## src/pol_pkg.sv

```systemverilog
// ----------------------------------------------------------------------------
// pol_pkg: shared types and constants for the positional ordered list
// Field widths, operation and status codes, controller states and the
// control bundle that drives the row of list cells.
// ----------------------------------------------------------------------------
package pol_pkg;

	localparam int POS_W   = 6;
	localparam int VAL_W   = 32;
	localparam int MODE_W  = 2;
	localparam int STAT_W  = 2;
	localparam int TOTAL_W = 5;

	localparam logic [MODE_W-1:0] MODE_INSERT = 2'd0;
	localparam logic [MODE_W-1:0] MODE_DELETE = 2'd1;
	localparam logic [MODE_W-1:0] MODE_READ   = 2'd2;

	localparam logic [STAT_W-1:0] STATUS_OK      = 2'd0;
	localparam logic [STAT_W-1:0] STATUS_BAD_POS = 2'd1;
	localparam logic [STAT_W-1:0] STATUS_FULL    = 2'd2;

	typedef enum logic [1:0] {
		ST_IDLE,
		ST_WALK,
		ST_LOAD
	} state_t;

	typedef struct packed {
		logic ins;
		logic del;
		logic take;
		logic shift;
	} cell_ctl_t;

endpackage

```

## src/positional_ordered_list.sv

```systemverilog
// ----------------------------------------------------------------------------
// positional_ordered_list: ordered list with insert, delete and read by
// 1-based position
// A row of MAX_ENTRIES cells shifts on insert and delete all at once; read
// and delete values return to cell 0 over a walk lane.
//
//   channel | direction | beat fields
//   in      | sink      | mode, position, element_value
//   out     | source    | status, read_value, entry_total
//
// One item at a time. Read or delete at position p walks the return lane
// one cell a cycle from cell p - 1 down to cell 0 before the output beat;
// every other item goes straight to the load state. The next input beat can
// be taken in the cycle after the output register loads. A stalled output
// holds the controller in its load state. Reset clears the count and control;
// entry storage is not cleared.
// ----------------------------------------------------------------------------
module positional_ordered_list #(
	parameter int MAX_ENTRIES = 16,
	parameter int DATA_WIDTH  = 32
) (
	input  logic                                clk,
	input  logic                                arst_n,
	input  logic                                in_valid,
	output logic                                in_ready,
	input  logic [pol_pkg::MODE_W-1:0]          mode,
	input  logic [pol_pkg::POS_W-1:0]           position,
	input  logic signed [pol_pkg::VAL_W-1:0]    element_value,
	output logic                                out_valid,
	input  logic                                out_ready,
	output logic [pol_pkg::STAT_W-1:0]          status,
	output logic signed [pol_pkg::VAL_W-1:0]    read_value,
	output logic [pol_pkg::TOTAL_W-1:0]         entry_total
);
	import pol_pkg::*;

	localparam int IW   = $clog2(MAX_ENTRIES);
	localparam int CW   = $clog2(MAX_ENTRIES + 1);
	localparam int CMPW = ((CW > POS_W) ? CW : POS_W) + 1;

	state_t                  state_q;
	state_t                  state_d;
	logic [CW-1:0]           count_q;
	logic [IW-1:0]           walk_q;
	logic [STAT_W-1:0]       res_status_q;
	logic                    res_rv_q;
	logic                    out_valid_q;
	logic [STAT_W-1:0]       status_q;
	logic [VAL_W-1:0]        read_value_q;
	logic [TOTAL_W-1:0]      entry_total_q;

	logic [CMPW-1:0]         pos_c;
	logic [CMPW-1:0]         cnt_c;
	logic [POS_W-1:0]        pos_m1;
	logic [IW-1:0]           target;
	logic                    pos_zero;
	logic                    ins_pos_ok;
	logic                    acc_pos_ok;
	logic                    full;
	logic                    do_ins;
	logic                    do_del;
	logic                    do_rd;
	logic [STAT_W-1:0]       st_c;
	logic                    accept;
	logic                    shift_c;
	logic                    load_out;
	logic [DATA_WIDTH-1:0]   new_value;
	logic signed [63:0]      ret_ext;
	cell_ctl_t               ctl;

	logic [DATA_WIDTH-1:0]   ent [MAX_ENTRIES];
	logic [DATA_WIDTH-1:0]   ret [MAX_ENTRIES];

	assign pos_c      = CMPW'(position);
	assign cnt_c      = CMPW'(count_q);
	assign pos_m1     = position - POS_W'(1);
	assign target     = IW'(pos_m1);
	assign pos_zero   = (position == '0);
	assign ins_pos_ok = !pos_zero && (pos_c <= cnt_c + CMPW'(1));
	assign acc_pos_ok = !pos_zero && (pos_c <= cnt_c);
	assign full       = (count_q == CW'(MAX_ENTRIES));
	assign new_value  = DATA_WIDTH'($unsigned(element_value));

	always_comb begin
		do_ins = 1'b0;
		do_del = 1'b0;
		do_rd  = 1'b0;
		st_c   = STATUS_OK;
		case (mode)
			MODE_INSERT: begin
				if (!ins_pos_ok) begin
					st_c = STATUS_BAD_POS;
				end else if (full) begin
					st_c = STATUS_FULL;
				end else begin
					do_ins = 1'b1;
				end
			end
			MODE_DELETE: begin
				if (!acc_pos_ok) begin
					st_c = STATUS_BAD_POS;
				end else begin
					do_del = 1'b1;
				end
			end
			MODE_READ: begin
				if (!acc_pos_ok) begin
					st_c = STATUS_BAD_POS;
				end else begin
					do_rd = 1'b1;
				end
			end
			default: begin
				st_c = STATUS_OK;
			end
		endcase
	end

	assign accept = in_valid && in_ready;

	// controller: next state
	always_comb begin
		state_d = state_q;
		case (state_q)
			ST_IDLE: begin
				if (in_valid) begin
					if ((do_del || do_rd) && (target != '0)) begin
						state_d = ST_WALK;
					end else begin
						state_d = ST_LOAD;
					end
				end
			end
			ST_WALK: begin
				if (walk_q == IW'(1)) begin
					state_d = ST_LOAD;
				end
			end
			ST_LOAD: begin
				if (load_out) begin
					state_d = ST_IDLE;
				end
			end
			default: begin
				state_d = ST_IDLE;
			end
		endcase
	end

	// controller: outputs
	always_comb begin
		in_ready = 1'b0;
		shift_c  = 1'b0;
		load_out = 1'b0;
		case (state_q)
			ST_IDLE: in_ready = 1'b1;
			ST_WALK: shift_c  = 1'b1;
			ST_LOAD: load_out = !out_valid_q || out_ready;
			default: in_ready = 1'b0;
		endcase
	end

	always_ff @(posedge clk or negedge arst_n) begin
		if (!arst_n) begin
			state_q <= ST_IDLE;
			count_q <= '0;
			walk_q  <= '0;
		end else begin
			state_q <= state_d;
			if (accept) begin
				if (do_ins) begin
					count_q <= count_q + CW'(1);
				end else if (do_del) begin
					count_q <= count_q - CW'(1);
				end
				walk_q <= (do_del || do_rd) ? target : '0;
			end else if (shift_c) begin
				walk_q <= walk_q - IW'(1);
			end
		end
	end

	always_ff @(posedge clk) begin
		if (accept) begin
			res_status_q <= st_c;
			res_rv_q     <= do_del || do_rd;
		end
	end

	assign ctl.ins   = accept && do_ins;
	assign ctl.del   = accept && do_del;
	assign ctl.take  = accept && (do_del || do_rd);
	assign ctl.shift = shift_c;

	for (genvar i = 0; i < MAX_ENTRIES; i++) begin : g_row
		logic [DATA_WIDTH-1:0] left_entry;
		logic [DATA_WIDTH-1:0] right_entry;
		logic [DATA_WIDTH-1:0] right_ret;

		if (i == 0) begin : g_first
			assign left_entry = '0;
		end else begin : g_inner_l
			assign left_entry = ent[i-1];
		end

		if (i == MAX_ENTRIES - 1) begin : g_last
			assign right_entry = '0;
			assign right_ret   = '0;
		end else begin : g_inner_r
			assign right_entry = ent[i+1];
			assign right_ret   = ret[i+1];
		end

		pol_cell #(
			.DATA_WIDTH (DATA_WIDTH),
			.IW         (IW),
			.IDX        (i)
		) u_cell (
			.clk         (clk),
			.ctl         (ctl),
			.target      (target),
			.new_value   (new_value),
			.left_entry  (left_entry),
			.right_entry (right_entry),
			.right_ret   (right_ret),
			.entry       (ent[i]),
			.ret         (ret[i])
		);
	end

	assign ret_ext = 64'(signed'(ret[0]));

	always_ff @(posedge clk or negedge arst_n) begin
		if (!arst_n) begin
			out_valid_q <= 1'b0;
		end else if (load_out) begin
			out_valid_q <= 1'b1;
		end else if (out_ready) begin
			out_valid_q <= 1'b0;
		end
	end

	always_ff @(posedge clk) begin
		if (load_out) begin
			status_q      <= res_status_q;
			read_value_q  <= res_rv_q ? ret_ext[VAL_W-1:0] : '0;
			entry_total_q <= TOTAL_W'(count_q);
		end
	end

	assign out_valid   = out_valid_q;
	assign status      = status_q;
	assign read_value  = signed'(read_value_q);
	assign entry_total = entry_total_q;

endmodule

```

## src/pol_cell.sv

```systemverilog
// ----------------------------------------------------------------------------
// pol_cell: one entry of the ordered list
// Holds one entry; shifts in from the left on insert, from the right on
// delete, and carries a return lane that walks a picked entry towards cell 0.
// ----------------------------------------------------------------------------
module pol_cell #(
	parameter int DATA_WIDTH = 32,
	parameter int IW         = 4,
	parameter int IDX        = 0
) (
	input  logic                  clk,
	input  pol_pkg::cell_ctl_t    ctl,
	input  logic [IW-1:0]         target,
	input  logic [DATA_WIDTH-1:0] new_value,
	input  logic [DATA_WIDTH-1:0] left_entry,
	input  logic [DATA_WIDTH-1:0] right_entry,
	input  logic [DATA_WIDTH-1:0] right_ret,
	output logic [DATA_WIDTH-1:0] entry,
	output logic [DATA_WIDTH-1:0] ret
);
	import pol_pkg::*;

	logic [DATA_WIDTH-1:0] entry_q;
	logic [DATA_WIDTH-1:0] ret_q;
	logic                  hit;
	logic                  above;

	assign hit   = (target == IW'(IDX));
	assign above = (IW'(IDX) > target);

	always_ff @(posedge clk) begin
		if (ctl.ins) begin
			if (above) begin
				entry_q <= left_entry;
			end else if (hit) begin
				entry_q <= new_value;
			end
		end else if (ctl.del) begin
			if (above || hit) begin
				entry_q <= right_entry;
			end
		end
	end

	// pick the addressed entry, then walk it down the lane
	always_ff @(posedge clk) begin
		if (ctl.take) begin
			ret_q <= hit ? entry_q : '0;
		end else if (ctl.shift) begin
			ret_q <= right_ret;
		end
	end

	assign entry = entry_q;
	assign ret   = ret_q;

endmodule

```

## config.mk

```make
export PLATFORM = sky130hd
export DESIGN_NAME = positional_ordered_list
export DESIGN_NICKNAME = d
export VERILOG_FILES = /design/src/pol_pkg.sv /design/src/positional_ordered_list.sv /design/src/pol_cell.sv
export SDC_FILE = /design/constraint.sdc
export NUM_CORES = 2
export LEC_CHECK = 0
export ABC_AREA = 0
export BUFFER_PORTS_ARGS = -buffer_cell sky130_fd_sc_hd__buf_2
export CELL_PAD_IN_SITES_DETAIL_PLACEMENT = 0
export CELL_PAD_IN_SITES_GLOBAL_PLACEMENT = 1
export CORE_ASPECT_RATIO = 0.6
export CORE_MARGIN = 8
export CORE_UTILIZATION = 40
export CTS_BUF_LIST = sky130_fd_sc_hd__clkbuf_16
export CTS_CLUSTER_DIAMETER = 120
export DETAILED_ROUTE_END_ITERATION = 6
export PLACE_DENSITY_LB_ADDON = 0.15
export SLEW_MARGIN = 20
export SYNTH_ARGS = -nofsm -noshare
export SYNTH_HDL_FRONTEND = slang
export SYNTH_SLANG_ARGS = --single-unit
```

## constraint.sdc

```tcl
create_clock -name clk -period 17.1 [get_ports clk]
set_clock_uncertainty 0.05 [all_clocks]
set_input_delay 1.71 -clock clk [delete_from_list [all_inputs] [get_ports clk]]
set_output_delay 1.71 -clock clk [all_outputs]
set_load 0.05 [all_outputs]
```

Word-level counts from Yosys, hierarchy flattened
Cells that the tools add are included.
{ "classes": {"add_sub_neg": 5, "order_cmp": 18, "eq_ne": 40, "mux": 153, "reduce_logical": 72} }
{ "ops": {"columns": ["operator", "n"], "rows": [
  ["32-bit two-way mux", 128],
  ["3-bit AND reduction", 17],
  ["3-bit by 1-bit inequality test with 1-bit output (second input constant)", 16],
  ["2-bit nonzero test", 21],
  ["4-bit == test (second input constant)", 8],
  ["4-bit greater-than comparator (first input constant)", 8],
  ["1-bit logical OR", 18],
  ["4-bit by 3-bit == test with 1-bit output (second input constant)", 4],
  ["3-bit by 4-bit greater-than comparator with 1-bit output (first input constant)", 4],
  ["1-bit two-way mux", 12],
  ["2-bit two-way mux", 6],
  ["4-bit two-way mux", 3],
  ["5-bit two-way mux", 2],
  ["4-bit by 1-bit == test with 1-bit output (second input constant)", 2],
  ["4-bit by 2-bit == test with 1-bit output (second input constant)", 2],
  ["1-bit by 4-bit greater-than comparator with 1-bit output (first input constant)", 2],
  ["2-bit by 4-bit greater-than comparator with 1-bit output (first input constant)", 2],
  ["4-bit by 1-bit subtractor with 4-bit output (second input constant)", 2],
  ["1-bit logical AND", 7],
  ["5-bit by 1-bit adder with 6-bit output (second input constant)", 1],
  ["6-bit by 5-bit less-or-equal comparator with 1-bit output", 1],
  ["6-bit less-or-equal comparator", 1],
  ["6-bit zero test", 1],
  ["2-bit inequality test (second input constant)", 3],
  ["other kinds (13)", 17]
]} }
{ "word_totals": {"reg_bits": 1078, "input_bits": 44, "output_inout_bits": 41} }

Longest topological paths before layout
{ "logic_depth": {"word_depth": 10, "ltp_mapped": 15, "mapped_depth_nobuf": 15} }

Modules after synthesis
A second synthesis with hierarchy kept.
{ "hier_totals": {"cells_unflattened": 4409, "hier_area_um2": 53072.2} }
{ "by_module_without_submodules": {"columns": ["mod", "instances", "cells_each", "area_each_um2", "seq_area_each_um2"], "rows": [
  ["pol_cell (g_row[10].u_cell)", 1, 331, 3698.5, 1921.8],
  ["pol_cell (g_row[12].u_cell)", 1, 332, 3583.4, 1921.8],
  ["pol_cell (g_row[4].u_cell)", 1, 328, 3503.4, 1921.8],
  ["pol_cell (g_row[2].u_cell)", 1, 329, 3458.3, 1921.8],
  ["pol_cell (g_row[8].u_cell)", 1, 283, 3295.7, 1921.8],
  ["pol_cell (g_row[15].u_cell)", 1, 280, 3128.0, 1921.8],
  ["pol_cell (g_row[7].u_cell)", 1, 251, 3051.7, 1921.8],
  ["pol_cell (g_row[11].u_cell)", 1, 259, 3039.2, 1921.8],
  ["pol_cell (g_row[0].u_cell)", 1, 211, 3022.9, 1921.8],
  ["pol_cell (g_row[1].u_cell)", 1, 215, 2954.1, 1921.8],
  ["pol_cell (g_row[13].u_cell)", 1, 215, 2951.6, 1921.8],
  ["pol_cell (g_row[14].u_cell)", 1, 251, 2945.3, 1921.8],
  ["pol_cell (g_row[3].u_cell)", 1, 215, 2942.8, 1921.8],
  ["pol_cell (g_row[9].u_cell)", 1, 251, 2940.3, 1921.8],
  ["3 more rows", null, null, null, null]
]} }

Worst setup path before layout
OpenSTA, ideal clock, no wires.
{ "synth_path": {"path_kind": "input to register", "from": "in position[0] in the netlist's numbering", "to": "reg g_row[0].u_cell.ret_q[0] (enable)", "setup_ps": 3654, "arrival_time_ps": 12048, "path_slack_ps": 1349, "stages": 11, "cell_sequence": "buf_2 -> inv_1 -> ha_1 -> nand2b_1 -> buf_2 -> or4_1 -> o2111ai_2 -> buf_2 -> buf_2 -> clkbuf_1 -> nand2_1"} }
{ "synth_between": {"elab_chain_cells": 8} }
{ "synth_lines": {"columns": ["item", "line", "rtl"], "rows": [
  ["start: declaration", "positional_ordered_list.sv:27", "input logic [pol_pkg::POS_W-1:0] position,"],
  ["parallel branches: the longest is 2 deep, another holds 6-bit by 5-bit less-or-equal comparator with 1-bit output", null, null],
  ["1-bit logical AND (*)", "positional_ordered_list.sv:80", "assign acc_pos_ok = !pos_zero && (pos_c <= cnt_c);"],
  ["1-bit two-way mux (*)", "positional_ordered_list.sv:100, positional_ordered_list.sv:107", null],
  ["1-bit two-way mux", "positional_ordered_list.sv:89", "case (mode)"],
  ["1-bit logical OR (*)", "positional_ordered_list.sv:192", "assign ctl.take = accept && (do_del || do_rd);"],
  ["1-bit logical AND (*)", "positional_ordered_list.sv:192", null],
  ["2-bit nonzero test (no line) (*)", null, null],
  ["end signal: assignment", "pol_cell.sv:48", "ret_q <= hit ? entry_q : '0;"],
  ["end signal: assignment", "pol_cell.sv:50", "ret_q <= right_ret;"],
  ["end: declaration", "pol_cell.sv:24", "logic [DATA_WIDTH-1:0] ret_q;"]
]} }
Mark *: on every way between the ends.
A chain may end at the register's enable or synchronous reset.

Worst setup path after layout
{ "layout_path": {"from": "in position[0] in the netlist's numbering", "to": "reg g_row[1].u_cell.entry_q[16] (data pin)"} }
{ "layout_between": {"elab_chain_cells": 7} }
{ "layout_lines": {"columns": ["item", "line", "rtl"], "rows": [
  ["parallel branches: the longest is 6 deep, another holds 4-bit by 1-bit subtractor with 4-bit output", null, null],
  ["32-bit two-way mux (*)", "pol_cell.sv:32", "if (ctl.ins) begin"],
  ["end signal: assignment", "pol_cell.sv:34", "entry_q <= left_entry;"],
  ["end signal: assignment", "pol_cell.sv:36", "entry_q <= new_value;"],
  ["end signal: assignment", "pol_cell.sv:40", "entry_q <= right_entry;"],
  ["end: declaration", "pol_cell.sv:23", "logic [DATA_WIDTH-1:0] entry_q;"]
]} }
Marked as above.

==> results.py <==
metrics = {
    "global_route": {
        "grt_util_met3": 0.0249,
        "grt_pass1_wl_microns": 217000,
        "grt_pass1_vias": 35500,
        "met1_usage": 0.288,
        "track_usage": 0.195,
        "use_met2": 0.312,
        "grt.overflow.total": 0,
        "grt_max_degree": 238,
        "grt_busiest_layer": "met2",
        "antenna_found_initial": 2,
    },
    "sta": {
        "relSlewSlack": 0.255,
        "finalHoldViolCount": 0,
        "slew_violations": 0,
        "worstMarginPinSlew_ns": 1.12,
        "finalSetupViolations": 0,
        "min_period_over_period": 0.412,
        "fmax_mhz": 142,
        "rsz0062_at_grt": "no",
        "setup_tns_ns": 0,
        "fin_crit_ns": 7.05,
    },
    "drt": {
        "routed_wl_microns": 139000,
        "vias_per_cell": 5.40,
        "antenna_left": 0,
        "wl_per_cell_microns": 21.5,
        "drtIter0Drc": 2761,
        "drt_drc_violations_left": 0,
        "dr.pass1.iters": 5,
        "num_vias": 34800,
    },
    "clock_tree": {
        "cts_hold_buf": 0,
        "clockBufferDepth": 3,
        "cts-root-buf": "clkbuf_16",
        "numCtsBuffers": 105,
        "clock_latency_ns": 0.71,
        "cts_resized": 0,
        "cts_max_level": 3,
        "post-cts-setup-buffer-count": 0,
        "cts_tree": "built",
        "clk_pin_slew_ns": 0.06,
        "cts_sinks": 1078,
    },
    "min_path": {
        "hp-class": "reg -> reg",
        "hold_depth": 0,
        "hp-start": "res_status_q[1]$_DFFE_PP_",
        "hold_end": "status[1]$_DFFE_PP_",
    },
    "worst_setup_path": {
        "endpoint_kind": "flip-flop",
        "regToRegEndpoint": "g_row[1].u_cell.entry[16]$_DFFE_PP_",
        "critical_path_class": "in -> reg",
        "start_kind": "input pin",
        "crit_required_ns": 17.45,
        "ff2ff_path_depth": 12,
        "rrSetupSlack_ns": 10.80,
        "r2r-start": "count_q[0]$_DFFE_PN0P_",
        "worstPathMaxFanout": 218,
        "arrival_ns": 7.40,
    },
    "yosys": {
        "netlist_area_sq_um": 51000,
        "synth.distinct_cells": 50,
        "yosysSeqAreaShare": 0.634,
        "syn_area_per_cell_sq_um": 10.7,
        "yosys_warnings": 0,
        "async_flop_share": 0.0111,
        "synth_fp_nets": 4849,
        "ys_ff_latch": 1078,
        "synthFlopType": "edfxtp_1",
        "syn-instance-count": 4778,
        "synth-edff-count": 1066,
    },
    "layout": {
        "final_common_cell": "nand2_1",
        "design_area_sq_um": 56000,
        "drive_gt1_frac": 0.0724,
        "final_cell_mix": "1,653 x nand2_1, 1,066 x edfxtp_1, 654 x o21ai_0",
        "syn_to_final_growth_pct": 9.91,
        "final_nets": 4735,
    },
    "power_and_ir_drop": {
        "p_leak_nw": 20.7,
        "p_switching_mw": 2.17,
        "p_clk_frac": 0.315,
        "p_seq_frac": 0.506,
        "p_sw_frac": 0.298,
        "cellInternalPower_mw": 5.10,
        "powerDensity_nw_per_um2": 130,
        "comb_power_share": 0.178,
        "ir_drop_mv": 0.104,
    },
    "floorplan": {
        "start_util": 0.403,
        "dieHeight_microns": 292,
        "rows": 101,
        "boundaryPins": 85,
        "core_area_sq_um": 126000,
        "die_w_microns": 477,
        "die-area_sq_um": 139000,
    },
    "placement": {
        "place_congestion": 0.748,
        "port_buffers": 84,
        "placed_cell_area_sq_um": 52700,
        "dpl.hpwl_microns": 81900,
    },
    "job": {
        "maxCapViolCount": 0,
    },
    "outcome": {
        "status": "complete, no violations",
    },
}
Yosys cell counts, drive strengths merged (8+ instances only):
| cell type | number | share of area |
|---|---|---|
| a21oi | 44 | 0.0043 |
| a31oi | 64 | 0.0079 |
| and2 | 69 | 0.0085 |
| buf | 93 | 0.012 |
| clkbuf | 285 | 0.021 |
| dfrtp | 12 | 0.0059 |
| edfxtp | 1066 | 0.63 |
| ha | 26 | 0.0064 |
| inv | 23 | 0.0017 |
| mux2i | 388 | 0.076 |
| nand2 | 1656 | 0.12 |
| nand2b | 8 | 0.00098 |
| nor2 | 84 | 0.0062 |
| nor3 | 13 | 0.0015 |
| o21ai | 876 | 0.086 |
| xnor2 | 10 | 0.0017 |
how the worst max path moves through the flow:
stage	start	end	slack, ns
final	position[0]	g_row[1].u_cell.entry[16]$_DFFE_PP_	10.05
after global routing	position[0]	g_row[6].u_cell.entry[16]$_DFFE_PP_	9.63
after CTS	position[0]	g_row[1].u_cell.entry[16]$_DFFE_PP_	10.14
after detailed placement	position[0]	g_row[1].u_cell.entry[16]$_DFFE_PP_	9.34
after global placement	position[0]	g_row[6].u_cell.entry[11]$_DFFE_PP_	9.54
after floorplan	position[0]	g_row[0].u_cell.ret[0]$_DFFE_PP_	1.35
per-layer routing:
metal / wire length (microns) / part of all wire
met1: 69400 / 0.50
met2: 62300 / 0.45
met3: 4800 / 0.035
met4: 2160 / 0.016
met5: 0 / 0
cell type report:
type / count / area [sq um]
multi-input cells: 3298 / 17200
clock inverters: 90 / 599
well taps: 1699 / 2130
repair buffers: 157 / 1030
clock buffers: 106 / 2650
fillers: 12100 / 70500
flip-flops and latches: 1078 / 32300
diodes: 1 / 2.50
inverters: 24 / 90.1
power by group through the flow:
stage	Sequential, mW	Clock, mW	Combinational, mW
finish	3.68	2.29	1.30
detailed placement	3.74	0	1.32
floorplan	4.02	0	0.812
CTS	3.69	2.35	1.32
global route	3.73	2.44	1.46
global placement	3.74	0	1.31
logic make-up (layout without fill, tap and decap cells):
group	Yosys count	count (layout)	share of synthesized area
adders and majority gates	27	27	0.00678
AOI/OAI and AO/OA	1010	1010	0.102
xor gates and xnor gates	13	13	0.00223
and+or+nand+nor	1860	1860	0.143
buffers and inverters	402	377	0.0352
other	0	1	0
DFF	1078	1078	0.634
muxes	388	388	0.0762
per-stage QoR:
step           hold slack, ns  worst slack, ns   util  total power, mW  std cells
6_report                0.380            10.05  0.443             7.27       6453
5_1_grt                 0.384             9.63  0.443             7.62       6453
4_1_cts                 0.374            10.14  0.443             7.36       6451
3_5_place_dp            0.355             9.34  0.417             5.06       6255
3_3_place_gp            0.353             9.54  0.417             5.05       6255
2_1_floorplan           0.350             1.35      -             4.83       4778
registers in the layout, indices dropped and copies added (netlist names), 2 cells and up:
| name | count |
|---|---|
| g_row.u_cell.entry | 512 |
| g_row.u_cell.ret | 512 |
| read_value | 32 |
| count_q | 5 |
| entry_total | 5 |
| walk_q | 4 |
| res_status_q | 2 |
| state_q | 2 |
| status | 2 |
critical path, cell delays in order:
cell	delay [ns]
buf_2	0.20
inv_1	0.23
ha_1	0.41
nand2b_1	0.31
nor4_1	0.42
a211o_1	0.27
or3_4	0.81
buf_4	0.85
buf_12	0.59
buf_4	0.91
o21ai_0	0.26
No activity file was read; power rests on OpenSTA's default activity.
